$ cat config.mk
export PLATFORM = sky130hd
export DESIGN_NAME = qmv_ctrl
export DESIGN_NICKNAME = d
export VERILOG_FILES = /design/src/rtl/qmv_pkg.sv /design/src/rtl/qmv_ctrl.sv
export VERILOG_INCLUDE_DIRS = /design/src /design/src/rtl
export SDC_FILE = /design/constraint.sdc
export NUM_CORES = 1
export LEC_CHECK = 0
export BUFFER_PORTS_ARGS = -buffer_cell sky130_fd_sc_hd__buf_2
export CAP_MARGIN = 20
export CORE_AREA = 5 5 42 44
export CTS_BUF_LIST = sky130_fd_sc_hd__clkbuf_4 sky130_fd_sc_hd__clkbuf_8
export DETAILED_ROUTE_END_ITERATION = 16
export DIE_AREA = 0 0 47 49
export PLACE_DENSITY_LB_ADDON = 0.1
export SETUP_SLACK_MARGIN = 0.05
export SLEW_MARGIN = 20
export SYNTH_ARGS = -nofsm -noshare
export SYNTH_HDL_FRONTEND = slang
export SYNTH_SLANG_ARGS = --single-unit
$ cat constraint.sdc
create_clock -name clk -period 2.3 [get_ports clk]
set_clock_uncertainty 0.15 [all_clocks]
set_input_delay 0.345 -clock clk [delete_from_list [all_inputs] [get_ports clk]]
set_output_delay 0.345 -clock clk [all_outputs]
set_load 0.01 [all_outputs]
$ cat src/rtl/quantized_matvec_engine_macros.svh
// Assertion macros shared by the matvec engine RTL.
// Included by modules that carry concurrent checks; no other dependencies.
`ifndef QUANTIZED_MATVEC_ENGINE_MACROS_SVH
`define QUANTIZED_MATVEC_ENGINE_MACROS_SVH

// same-cycle implication, disabled during reset
`define QMV_ASSERT_NOW(label, clk, rst, ante, cons, msg) \
  label: assert property (@(posedge clk) disable iff (rst) (ante) |-> (cons)) \
    else $error(msg);

// next-cycle implication, disabled during reset
`define QMV_ASSERT_NEXT(label, clk, rst, ante, cons, msg) \
  label: assert property (@(posedge clk) disable iff (rst) (ante) |=> (cons)) \
    else $error(msg);

`endif

$ cat src/rtl/qmv_pkg.sv
// Shared constants, codes and controller/datapath interface types for the
// quantized matvec engine. No dependencies.
package qmv_pkg;

  localparam int MAX_LEN   = 1024;
  localparam int MAX_ROWS  = 4096;
  localparam int LANES     = 4;

  localparam int ADDR_W    = $clog2(MAX_LEN);
  localparam int LEN_W     = $clog2(MAX_LEN + 1);
  localparam int ROW_IDX_W = $clog2(MAX_ROWS);
  localparam int ROWS_W    = $clog2(MAX_ROWS + 1);
  localparam int LANE_W    = $clog2(LANES);

  localparam int ACT_W     = 16;
  localparam int BYTE_W    = 8;
  localparam int WGT_W     = 8;
  localparam int CNT_W     = 3;
  localparam int PROD_W    = ACT_W + WGT_W;
  localparam int ACC_W     = 32;

  // input beat layout
  localparam int WGT_BASE   = LANES * ACT_W;
  localparam int LC_BASE    = WGT_BASE + LANES * WGT_W;
  localparam int IN_DATA_W  = ((LC_BASE + CNT_W + 7) / 8) * 8;
  localparam int OUT_DATA_W = ((ACC_W + ROW_IDX_W + 7) / 8) * 8;

  // configuration port
  localparam int CFG_IDX_W  = 2;
  localparam int CFG_W      = ROWS_W;
  localparam logic [CFG_IDX_W-1:0] CFG_ROW_LENGTH = 2'd0;
  localparam logic [CFG_IDX_W-1:0] CFG_ROW_COUNT  = 2'd1;
  localparam logic [CFG_IDX_W-1:0] CFG_ACT_MODE   = 2'd2;

  // opcodes
  localparam logic OP_LOAD   = 1'b0;
  localparam logic OP_WEIGHT = 1'b1;

  typedef enum logic [2:0] {
    ST_IDLE,
    ST_DECODE,
    ST_LOAD,
    ST_READ,
    ST_MUL,
    ST_ACC
  } qmv_state_t;

  typedef struct packed {
    logic              capture;
    logic              load_step;
    logic              mul;
    logic              acc_step;
    logic [LANE_W-1:0] lane;
  } qmv_cmd_t;

  typedef struct packed {
    logic             opcode;
    logic [CNT_W-1:0] lanes;
    logic             load_end;
    logic             col_end;
    logic             out_free;
  } qmv_stat_t;

endpackage

$ cat src/rtl/qmv_ctrl.sv
// Controller: sequences one item at a time, one lane per step, and drives
// the datapath through qmv_cmd_t. Uses qmv_pkg.
`include "quantized_matvec_engine_macros.svh"

module qmv_ctrl (
  input  logic               clk,
  input  logic               rst,
  input  logic               s_tvalid,
  output logic               s_tready,
  input  qmv_pkg::qmv_stat_t stat,
  output qmv_pkg::qmv_cmd_t  cmd
);

  qmv_pkg::qmv_state_t         state, state_next;
  logic [qmv_pkg::LANE_W-1:0]  lane, lane_next;
  logic                        lane_last;

  always_ff @(posedge clk) begin
    if (rst) begin
      state <= qmv_pkg::ST_IDLE;
      lane  <= '0;
    end else begin
      state <= state_next;
      lane  <= lane_next;
    end
  end

  assign lane_last = (qmv_pkg::CNT_W'(lane) + qmv_pkg::CNT_W'(1)) == stat.lanes;

  always_comb begin
    state_next    = state;
    lane_next     = lane;
    s_tready      = 1'b0;
    cmd           = '0;
    cmd.lane      = lane;
    unique case (state)
      qmv_pkg::ST_IDLE: begin
        s_tready = 1'b1;
        if (s_tvalid) begin
          cmd.capture = 1'b1;
          lane_next   = '0;
          state_next  = qmv_pkg::ST_DECODE;
        end
      end
      // store read of the current column is already in flight here
      qmv_pkg::ST_DECODE: begin
        if (stat.lanes == '0) begin
          state_next = qmv_pkg::ST_IDLE;
        end else if (stat.opcode == qmv_pkg::OP_LOAD) begin
          state_next = qmv_pkg::ST_LOAD;
        end else begin
          state_next = qmv_pkg::ST_MUL;
        end
      end
      qmv_pkg::ST_LOAD: begin
        cmd.load_step = 1'b1;
        if (stat.load_end || lane_last) begin
          state_next = qmv_pkg::ST_IDLE;
        end else begin
          lane_next = lane + qmv_pkg::LANE_W'(1);
        end
      end
      qmv_pkg::ST_READ: begin
        state_next = qmv_pkg::ST_MUL;
      end
      qmv_pkg::ST_MUL: begin
        cmd.mul    = 1'b1;
        state_next = qmv_pkg::ST_ACC;
      end
      qmv_pkg::ST_ACC: begin
        if (stat.col_end) begin
          // wait for the result register to drain
          if (stat.out_free) begin
            cmd.acc_step = 1'b1;
            state_next   = qmv_pkg::ST_IDLE;
          end
        end else begin
          cmd.acc_step = 1'b1;
          if (lane_last) begin
            state_next = qmv_pkg::ST_IDLE;
          end else begin
            lane_next  = lane + qmv_pkg::LANE_W'(1);
            state_next = qmv_pkg::ST_READ;
          end
        end
      end
      default: state_next = qmv_pkg::ST_IDLE;
    endcase
  end

  `QMV_ASSERT_NOW(a_lane_in_range, clk, rst, state == qmv_pkg::ST_LOAD || state == qmv_pkg::ST_READ || state == qmv_pkg::ST_MUL || state == qmv_pkg::ST_ACC, qmv_pkg::CNT_W'(lane) < stat.lanes, "lane index past item lane count")
  `QMV_ASSERT_NOW(a_load_on_load_op, clk, rst, cmd.load_step, stat.opcode == qmv_pkg::OP_LOAD, "store write during a weight item")

endmodule

---- After elaboration in Yosys (flattened, before gate mapping) ----
Cells that the tools add are included.
operators by class
  magnitude comparators ................... 0
  divide/modulo/power cells ............... 0
  add/sub/neg operators ................... 2
  muxes and demuxes ....................... 21
  bitwise operators ....................... 0
  reduce and logical (&&, ||, !) cells .... 6
  $mul .................................... 0
  equal/unequal tests ..................... 12
  shift operators ......................... 0
operators with widths
  kind                                                             number
  3-bit two-way mux                                                6
  3-bit one-hot mux with 6 select lines                            1
  2-bit two-way mux                                                5
  2-bit != test, second input constant                             5
  1-bit two-way mux                                                8
  3-bit by 2-bit == test with 1-bit output, second input constant  2
  3-bit == test, second input constant                             2
  3-bit zero test                                                  2
  2-bit one-hot mux with 3 select lines                            1
  5-bit AND reduction                                              1
  2-bit by 1-bit adder with 3-bit output, second input constant    1
  3-bit by 1-bit == test with 1-bit output, second input constant  1
  3-bit == test                                                    1
  3-bit != test, second input constant                             1
  3-bit AND reduction                                              1
  3-bit nonzero test                                               1
  2-bit by 1-bit adder with 2-bit output, second input constant    1
  1-bit logical OR                                                 1
storage, ports and cells
  bits of input ports ..................... 10
  logic and storage cells ................. 43
  ROM bits ................................ 0
  latch bits .............................. 0
  output and inout bits ................... 7
  memories kept ........................... 0
  bits in writable memories ............... 0
  register bits after elaboration ......... 5

---- Logic depth before layout (Yosys ltp) ----
Gate-level depths: netlist of the first run.
  depth in word-level cells ............... 5
  mapped depth ............................ 4
  mapped depth without buffers ............ 4

---- Least setup slack after synthesis of the first run ----
Ideal clock, no wire load.
  path kind ............................... reg-to-reg
  from .................................... register lane[0] (netlist name)
  to ...................................... register lane[0] (netlist name)
  path buffers ............................ 0
  period minus slack after synthesis ...... 1728 ps
  stages on the path, launching flop included .. 5
  path slack .............................. 572 ps
  library setup time ...................... 121 ps
  arrival time ............................ 1457 ps
  cells stage by stage .................... dfxtp_1 -> ha_1 -> xor2_1 -> o32a_1 -> mux2_2
between the ends
  cells in the longest elaborated chain, start to end .. 5
  elaborated cells between the ends (all ways) .. 11
  classes of those cells .................. add/sub: 2; eq/ne: 3; mux: 4; reduce/logical: 2
RTL lines
  what                                    line            text
  start: declaration                      qmv_ctrl.sv:15  logic [qmv_pkg::LANE_W-1:0] lane, lane_next;
  start signal: assignment                qmv_ctrl.sv:24  lane <= lane_next;
  2-bit by 1-bit adder with 3-bit output  qmv_ctrl.sv:28  assign lane_last = (qmv_pkg::CNT_W'(lane) + qmv_pkg::CNT_W'(1)) == stat.lanes;
  3-bit == test                           qmv_ctrl.sv:28
  1-bit logical OR                        qmv_ctrl.sv:57  if (stat.load_end || lane_last) begin
  2-bit != test (no source line)          -
  5-bit AND reduction (no source line)    -
Parallel ways exist; a longest one is shown, timed or not. The select of a mux whose other input is x is not followed.
A chain may end at the register's enable or synchronous reset.

==> results by group, run 1 <==
Pwr
  – Cell leakage power: 0.234 nW
  – Peak supply drop: 0.303 mV
  – Power, Total: 0.275 mW
  – PwrDens: 560 nW/µm²

Logic synthesis
  – Area share of the largest cell type after synthesis: 26.5%
  – Largest area contributor in the netlist: dfxtp_1
  – Area contributors post-synth: dfxtp_1, nand2b_1, xor2_1, nor2_1, or4b_4
  – Post-synthesis cell count: 44
  – Synthesized area per cell: 8.59 µm²
  – Synth top cells by count: dfxtp_1, nor2_1, nand2b_1
  – Synth warn: 0
  – Post-synth ARST share: 0%
  – Register area share after synthesis: 26.5%
  – Number of unique standard cell types used by synthesis: 30
  – Synthesized flop and latch total: 5
  – Most used flip-flop cell after synthesis: dfxtp_1
  – Most common cell in the netlist: dfxtp_1
  – Post-synth EDFFs: 0
  – Syn Std Cell Area: 378 µm²
  – Syn Nets: 55

Global route
  – Largest net degree at the start of global routing: 12
  – Grt ovf: 0
  – Initial antenna violation count: 0
  – Number of global-route vias before repair: 337
  – First-pass GRT wire length: 1400 µm
  – Total Routing Usage GR: 8.32%

Critical path
  – Top Family by Delay on Critical Path: simple AND/OR/NAND/NOR gates
  – Worst reg-to-reg path cell count: 4
  – Worst EP required: 1800 ps
  – Slowest CP cell: or4b_4
  – WS Path Type: reg -> out
  – Critical Path End Type: primary output
  – R2R Setup Slk: 550 ps
  – R2R Path End: lane[0]
  – Critical R2R Launch: lane[0]
  – Worst path bufs/invs: 2
  – CP cell instances: or4b_4 > inv_1 > buf_2
  – CP Depth: 3
  – Max incr delay on CP: 590 ps
  – Worst-path maximum fanout: 10
  – CP arrival: 1390 ps
  – CP startpoint kind: flop

Timing
  – Period utilization: 81.8%
  – Highest clock rate: 0.532 GHz
  – RSZ-0062 raised after global routing: no
  – Slew HR: 78.3%
  – Final Hold Vio Count: 0
  – Minimum clock period: 1880 ps
  – Slew Viols, Final: 0
  – Setup ws final: 419 ps
  – Setup TNS: 0 ps
  – # setup viols final: 0
  – Least-Margin Pin Slew: 326 ps

Floorplan
  – Core region area: 1400 µm²
  – Full die area: 2300 µm²
  – Top-level port count: 17
  – Die Wd: 47 µm
  – Initial core utilization: 27.0%
  – Core Rows: 14
  – Die H: 49 µm

Clock tree
  – Num CTS Buffers: 3
  – CTS Root Cell: clkbuf_4
  – Setup bufs post-CTS: 0
  – Clock sink count: 5
  – CTS max path bufs: 2
  – CTS tree: done
  – # resized after CTS: 0
  – Worst-Skew Late Latency: 240 ps
  – Clock-pin slew on the worst setup and hold paths: 40 ps
  – Max H-tree Level: 1
  – # hold bufs at CTS: 0

Drt
  – Final ANT Viol Nets: 0
  – Drt drc: 0
  – Iteration-0 DRC Markers: 0
  – Routed length per instance: 11.3 µm
  – Wirelength, routed: 879 µm
  – Via count: 371
  – First-pass DRT Iterations: 1
  – DR vias/cell: 4.76

Final layout
  – Layout area overhead: 30.1%
  – Antenna Cells: 0
  – Layout cells sized above 1: 37.1%
  – Final net count: 74
  – Cell area after layout: 492 µm²

Place
  – Place WS: 561 ps
  – Gpl congestion: 0.682
  – DP HPWL: 711 µm
  – DP Area: 462 µm²
  – Number of buffers added on ports: 16

Outcome
  – Status: finished clean

Hold path
  – Min-delay src: rst
  – Hold path endpoint: state[2]
  – HP Class: in -> reg
  – Worst hold path cell count: 2

Flow run
  – Max cap viols: 0
==> power by group <==
part / total (mW) / switching [mW] / internal, mW
registers: 0.103 / 0.0113 / 0.0920
logic: 0.0581 / 0.0269 / 0.0312
clock network: 0.114 / 0.0364 / 0.0774
==> worst max-delay path by stage <==
stage,from,endpoint,slack (ps)
global placement,lane[0],lane[0],560
floorplan,lane[0],lane[0],570
CTS,state[2],cmd[5],410
detailed placement,lane[0],lane[0],560
finish,state[2],cmd[5],420
global route,state[2],cmd[5],380
==> cells in the final DEF (no fill, tap or decap), drive strengths merged, types with 2 or more instances in the layout <==
cell type	synthesis	final
nor2	4	4
clkbuf	0	4
nor3	2	2
o21ai	2	2
nand2b	3	3
buf	2	16
xor2	2	2
dfxtp	5	5
nor4	2	2
nand2	2	2
==> per-stage QoR <==
| step | cells | util (%) | hold WS [ps] |
|---|---|---|---|
| global placement | 74 | 32.9 | 377 |
| CTS | 78 | 35.1 | 193 |
| finish | 78 | 35.1 | 193 |
| detailed placement | 74 | 32.9 | 366 |
| floorplan | 44 | - | 264 |
| global route | 78 | 35.1 | 227 |
==> logic make-up (layout without fill, tap and decap cells) <==
kind of cell               count (synthesis)  in the layout  share of synthesized area (%)
and+or+nand+nor                           22             22                           37.1
AOI/OAI and AO/OA                          8              8                           15.2
DFF                                        5              5                           26.5
xor gates and xnor gates                   3              3                           6.95
buffers and inverters                      3             21                           5.30
muxes                                      2              2                           5.63
adders and majority gates                  1              1                           3.31
==> layer usage <==
metal  global-route usage [%]  routed length [µm]  vias to the layer above
li1                         -                   -                      197
met1                     12.1                 445                      164
met2                     10.9                 397                       10
met3                     2.21                  36                        0
met4                     4.15                   0                        0
met5                        0                   0                        -
==> registers in the layout, summed over array words and instances, names as in the netlist <==
register  flops
lane          2
state         3
==> layout make-up <==
cell class | instances | area, µm²
sequential | 5 | 100
timing repair buffer | 16 | 80.1
multi-input combinational | 36 | 258
clock buffer | 4 | 30.0
inverter | 1 | 3.75
fill | 176 | 910
tap | 16 | 20.0
Note: power is estimated with default switching activity, not from simulation.
==> inputs of run 2 (changes only) <==
- clock period: 2.3 -> 1.7 ns (I/O delays scaled with it)
==> results by group, run 2 (synthesis results as in run 1) <==
Flow run
  – Max cap viols: 0

Final layout
  – Largest regs: state x3, lane x2
  – Number of flip-flops in the largest register: 3
  – Multi-input gate area: 292 µm²
  – Layout area overhead: 62.3%
  – Filler cells: 152
  – Antenna Cells: 0
  – Register area: 114 µm²
  – Layout cells sized above 1: 57.7%
  – Top reg by flops: state
  – Non-Filler Instances: 87
  – Final net count: 83
  – Commonest cells after routing, fill and taps aside: buf_2, buf_4, nor2_1, clkbuf_4
  – Cell area after layout: 613 µm²
  – Commonest non-fill, non-tap cell in the layout: buf_2

Critical path
  – Critical Path Start: state[1]
  – R2R Setup Slk: 30 ps
  – Critical Path End Type: primary output
  – Worst reg-to-reg path cell count: 5
  – Worst-path maximum fanout: 3
  – CP arrival: 1280 ps
  – Critical R2R Launch: lane[0]
  – Worst EP required: 1290 ps
  – R2R Path End: state[1]
  – CP startpoint kind: flop
  – WS Path Type: reg -> out

Floorplan
  – Die Wd: 47 µm
  – Initial core utilization: 27.0%
  – Die H: 49 µm
  – Core Rows: 14
  – Full die area: 2300 µm²
  – Top-level port count: 17
  – Core region area: 1400 µm²

Drt
  – Drt drc: 0
  – Routed length per instance: 11.7 µm
  – Final ANT Viol Nets: 0
  – Wirelength, routed: 1020 µm
  – Iteration-0 DRC Markers: 1
  – DR vias/cell: 4.87
  – First-pass DRT Iterations: 4
  – Via count: 424

Place
  – Number of buffers added on ports: 16
  – DP HPWL: 804 µm
  – DP Area: 509 µm²
  – Gpl congestion: 0.698
  – Post-placement cell count: 78

Timing
  – Minimum clock period: 1690 ps
  – Slew HR: 79.5%
  – Least-Margin Pin Slew: 305 ps
  – Final Hold Vio Count: 0
  – Slew Viols, Final: 0
  – Highest clock rate: 0.593 GHz
  – RSZ-0062 raised after global routing: yes
  – Setup TNS: 0 ps
  – Period utilization: 99.1%
  – # setup viols final: 0

Global route
  – Number of global-route vias before repair: 392
  – Largest net degree at the start of global routing: 8
  – Total Routing Usage GR: 10.1%
  – Grt ovf: 0
  – First-pass GRT wire length: 1660 µm
  – Initial antenna violation count: 0

Pwr
  – Power share of the combinational group: 29.7%
  – Peak supply drop: 0.563 mV
  – P_sw: 0.106 mW
  – Flop pwr share: 32.7%
  – Clk network pwr share: 37.6%
  – PwrDens: 651 nW/µm²
  – Power, Total: 0.399 mW
  – Cell leakage power: 0.285 nW
  – Sw Share: 26.5%
  – Internal power: 0.293 mW

Clock tree
  – Clock-pin slew on the worst setup and hold paths: 40 ps
  – Max H-tree Level: 1
  – CTS tree: done
  – CTS max path bufs: 2
  – Clock sink count: 5
  – Num CTS Buffers: 3
  – CTS Root Cell: clkbuf_4
  – Worst-Skew Late Latency: 240 ps

Hold path
  – HP Class: in -> reg
  – Hold path endpoint: state[2]
  – Worst hold path cell count: 2
  – Min-delay src: rst

Outcome
  – Status: finished clean
-- run 2: cell types whose count changed in the layout (fill, tap and decap cells not counted), moves of 2 or more --
| cell | before | now |
|---|---|---|
| dfxtp_4 | 0 | 3 |
| dfxtp_1 | 5 | 0 |
| buf_4 | 0 | 9 |
| dfxtp_2 | 0 | 2 |
-- run 2: how the worst max path moves through the flow --
stage               to  slack (ps)  depth (start not counted)
3_5_place_dp   lane[0]          40                          4
3_3_place_gp   lane[0]          60                          4
2_1_floorplan  lane[0]          50                          4
6_report        cmd[5]          10                          3
5_1_grt         cmd[5]         -40                          3
4_1_cts         cmd[5]         0.2                          3
-- run 2: metal layers --
metal / GRT usage [%] / vias up / part of all wire, %
met5: 0 / - / 0
met4: 4.15 / 0 / 1.4
met3: 5.90 / 2 / 7.2
met2: 14.0 / 14 / 50
met1: 12.3 / 191 / 41
li1: - / 217 / -
-- run 2: power groups by stage --
stage               combinational [mW]  sequential (mW)  clock (mW)
floorplan                       0.0609            0.131           0
global placement                0.0978            0.135           0
detailed placement              0.0966            0.135           0
CTS                              0.106            0.131       0.157
global route                     0.131            0.132       0.174
finish                           0.119            0.131       0.150
-- run 2: cell type report --
type                            count  share of cell area (%)
Sequential cell                     5                    18.6
Clock buffer                        4                    4.90
Tap cell                           16                    3.27
Inverter                            1                   0.612
Timing Repair Buffer               25                    25.1
Multi-Input combinational cell     36                    47.6
-- run 2: what timing repair did --
action,in CTS,in global routing
setup endpoints to repair,4,4
pin swaps,2,3
endpoints found under the hold margin,0,0
resized for setup,5,5
setup buffers,1,4
hold buffers,0,0
-- run 2: worst max-delay path, cell delays in order (launching register included) --
cell	delay [ps]
dfxtp_4	330
or4b_4	550
inv_2	70
buf_6	90
-- run 2: metrics by stage --
stage | util [%] | worst slack (ps) | hold WS [ps]
after detailed placement | 36.3 | 40.2 | 338
after floorplan | - | 45.1 | 174
after CTS | 39.8 | 0.193 | 94.1
final | 43.8 | 14.9 | 89.7
after global routing | 43.8 | -38.1 | 91.4
after global placement | 36.3 | 55.2 | 353
==> inputs of run 3 (changes only) <==
- SETUP_SLACK_MARGIN: 0.05 -> 0.4
==> results by group, run 3 (synthesis results as in run 1) <==
Pwr
  – Internal power: 0.313 mW
  – Sw Share: 27.6%
  – Clk network pwr share: 34.9%
  – Peak supply drop: 0.409 mV
  – Power, Total: 0.432 mW
  – P_sw: 0.119 mW
  – Flop pwr share: 30.3%
  – Cell leakage power: 0.331 nW
  – Power share of the combinational group: 34.8%
  – PwrDens: 591 nW/µm²

Drt
  – Via count: 452
  – Wirelength, routed: 1200 µm
  – First-pass DRT Iterations: 2
  – Routed length per instance: 12.9 µm
  – Final ANT Viol Nets: 0
  – DR vias/cell: 4.86
  – Iteration-0 DRC Markers: 2
  – Drt drc: 0

Place
  – Number of buffers added on ports: 16
  – Gpl congestion: 0.690
  – Place WS: 39.5 ps
  – DP HPWL: 796 µm
  – DP Area: 509 µm²

Timing
  – Period utilization: 101%
  – Least-Margin Pin Slew: 271 ps
  – Hold Slack: 104 ps
  – Final Hold Vio Count: 0
  – Setup ws final: -18.7 ps
  – Slew Viols, Final: 0
  – # setup viols final: 1
  – Highest clock rate: 0.582 GHz
  – Slew HR: 81.8%
  – Minimum clock period: 1720 ps
  – RSZ-0062 raised after global routing: yes

Final layout
  – Largest regs: state x3, lane x2
  – Number of flip-flops in the largest register: 3
  – Commonest non-fill, non-tap cell in the layout: buf_2
  – Layout area overhead: 93.7%
  – Antenna Cells: 0
  – Layout cells sized above 1: 70.1%
  – Final net count: 89
  – Cell area after layout: 732 µm²
  – Top reg by flops: state
  – Commonest cells after routing, fill and taps aside: buf_2, buf_4, buf_6
  – Filler cells: 140

Clock tree
  – CTS tree: done
  – Num CTS Buffers: 3
  – Clock-pin slew on the worst setup and hold paths: 40 ps
  – Worst-Skew Late Latency: 240 ps
  – Max H-tree Level: 1
  – CTS max path bufs: 2
  – CTS Root Cell: clkbuf_4
  – Clock sink count: 5
  – # hold bufs at CTS: 0

Floorplan
  – Die Wd: 47 µm
  – Initial core utilization: 27.0%
  – Top-level port count: 17
  – Full die area: 2300 µm²
  – Die H: 49 µm
  – Core Rows: 14
  – Core region area: 1400 µm²

Critical path
  – R2R Setup Slk: 40 ps
  – Worst-path maximum fanout: 4
  – CP arrival: 1310 ps
  – WS Path Type: reg -> out
  – Worst EP required: 1290 ps
  – CP startpoint kind: flop
  – Critical Path End Type: primary output

Outcome
  – Failing checks: setup timing
  – Status: finished, violations left

Global route
  – Largest net degree at the start of global routing: 8
  – Grt ovf: 0
  – Number of global-route vias before repair: 427
  – Initial antenna violation count: 0
  – Total Routing Usage GR: 11.5%
  – First-pass GRT wire length: 1860 µm

Flow run
  – Max cap viols: 0

Hold path
  – HP Class: in -> reg
[run 3: final cells by class]
| class | instances | area [µm²] | share of cell area [%] |
|---|---|---|---|
| multi-input combinational | 36 | 338 | 46.2 |
| timing repair buffer | 31 | 224 | 30.6 |
| sequential | 5 | 116 | 15.9 |
| clock buffer | 4 | 30.0 | 4.10 |
| tap | 16 | 20.0 | 2.74 |
| inverter | 1 | 3.75 | 0.513 |
[run 3: worst paths after layout]
check        cells past startpoint  startpoint       end
max reg2reg                      4     lane[1]   lane[0]
min reg2reg                      1    state[0]  state[0]
min                              2         rst  state[2]
max                              3    state[1]    cmd[5]
[run 3: stage by stage]
step	instances	util, %	setup TNS [ps]
floorplan	44	-	0
global placement	78	36.3	0
detailed placement	78	36.3	0
CTS	89	45.8	-21.7
global route	93	52.2	-184
finish	93	52.2	-18.7
[run 3: critical path: stages (launching register included)]
cell,delay (ps)
dfxtp_4,350
or4b_4,560
inv_2,70
buf_6,90
[run 3: power by group through the flow]
stage                     Sequential [mW]  Clock [mW]  Combinational, mW
after global placement              0.135           0             0.0990
after CTS                           0.131       0.158              0.131
after global routing                0.132       0.175              0.164
final                               0.131       0.151              0.150
after floorplan                     0.131           0             0.0618
after detailed placement            0.135           0             0.0983
[run 3: layer usage]
layer / up-vias / GRT usage, % / routed length (µm)
met1: 206 / 14.3 / 443
met4: 0 / 4.15 / 21
met3: 4 / 6.64 / 105
met5: - / 0 / 0
li1: 224 / - / -
met2: 18 / 16.3 / 634
[run 3: repair_timing]
item                       in CTS  in global routing
buffers inserted                7                  4
pin swaps                       6                  8
resized for setup              12                 12
setup endpoints to repair      10                 11
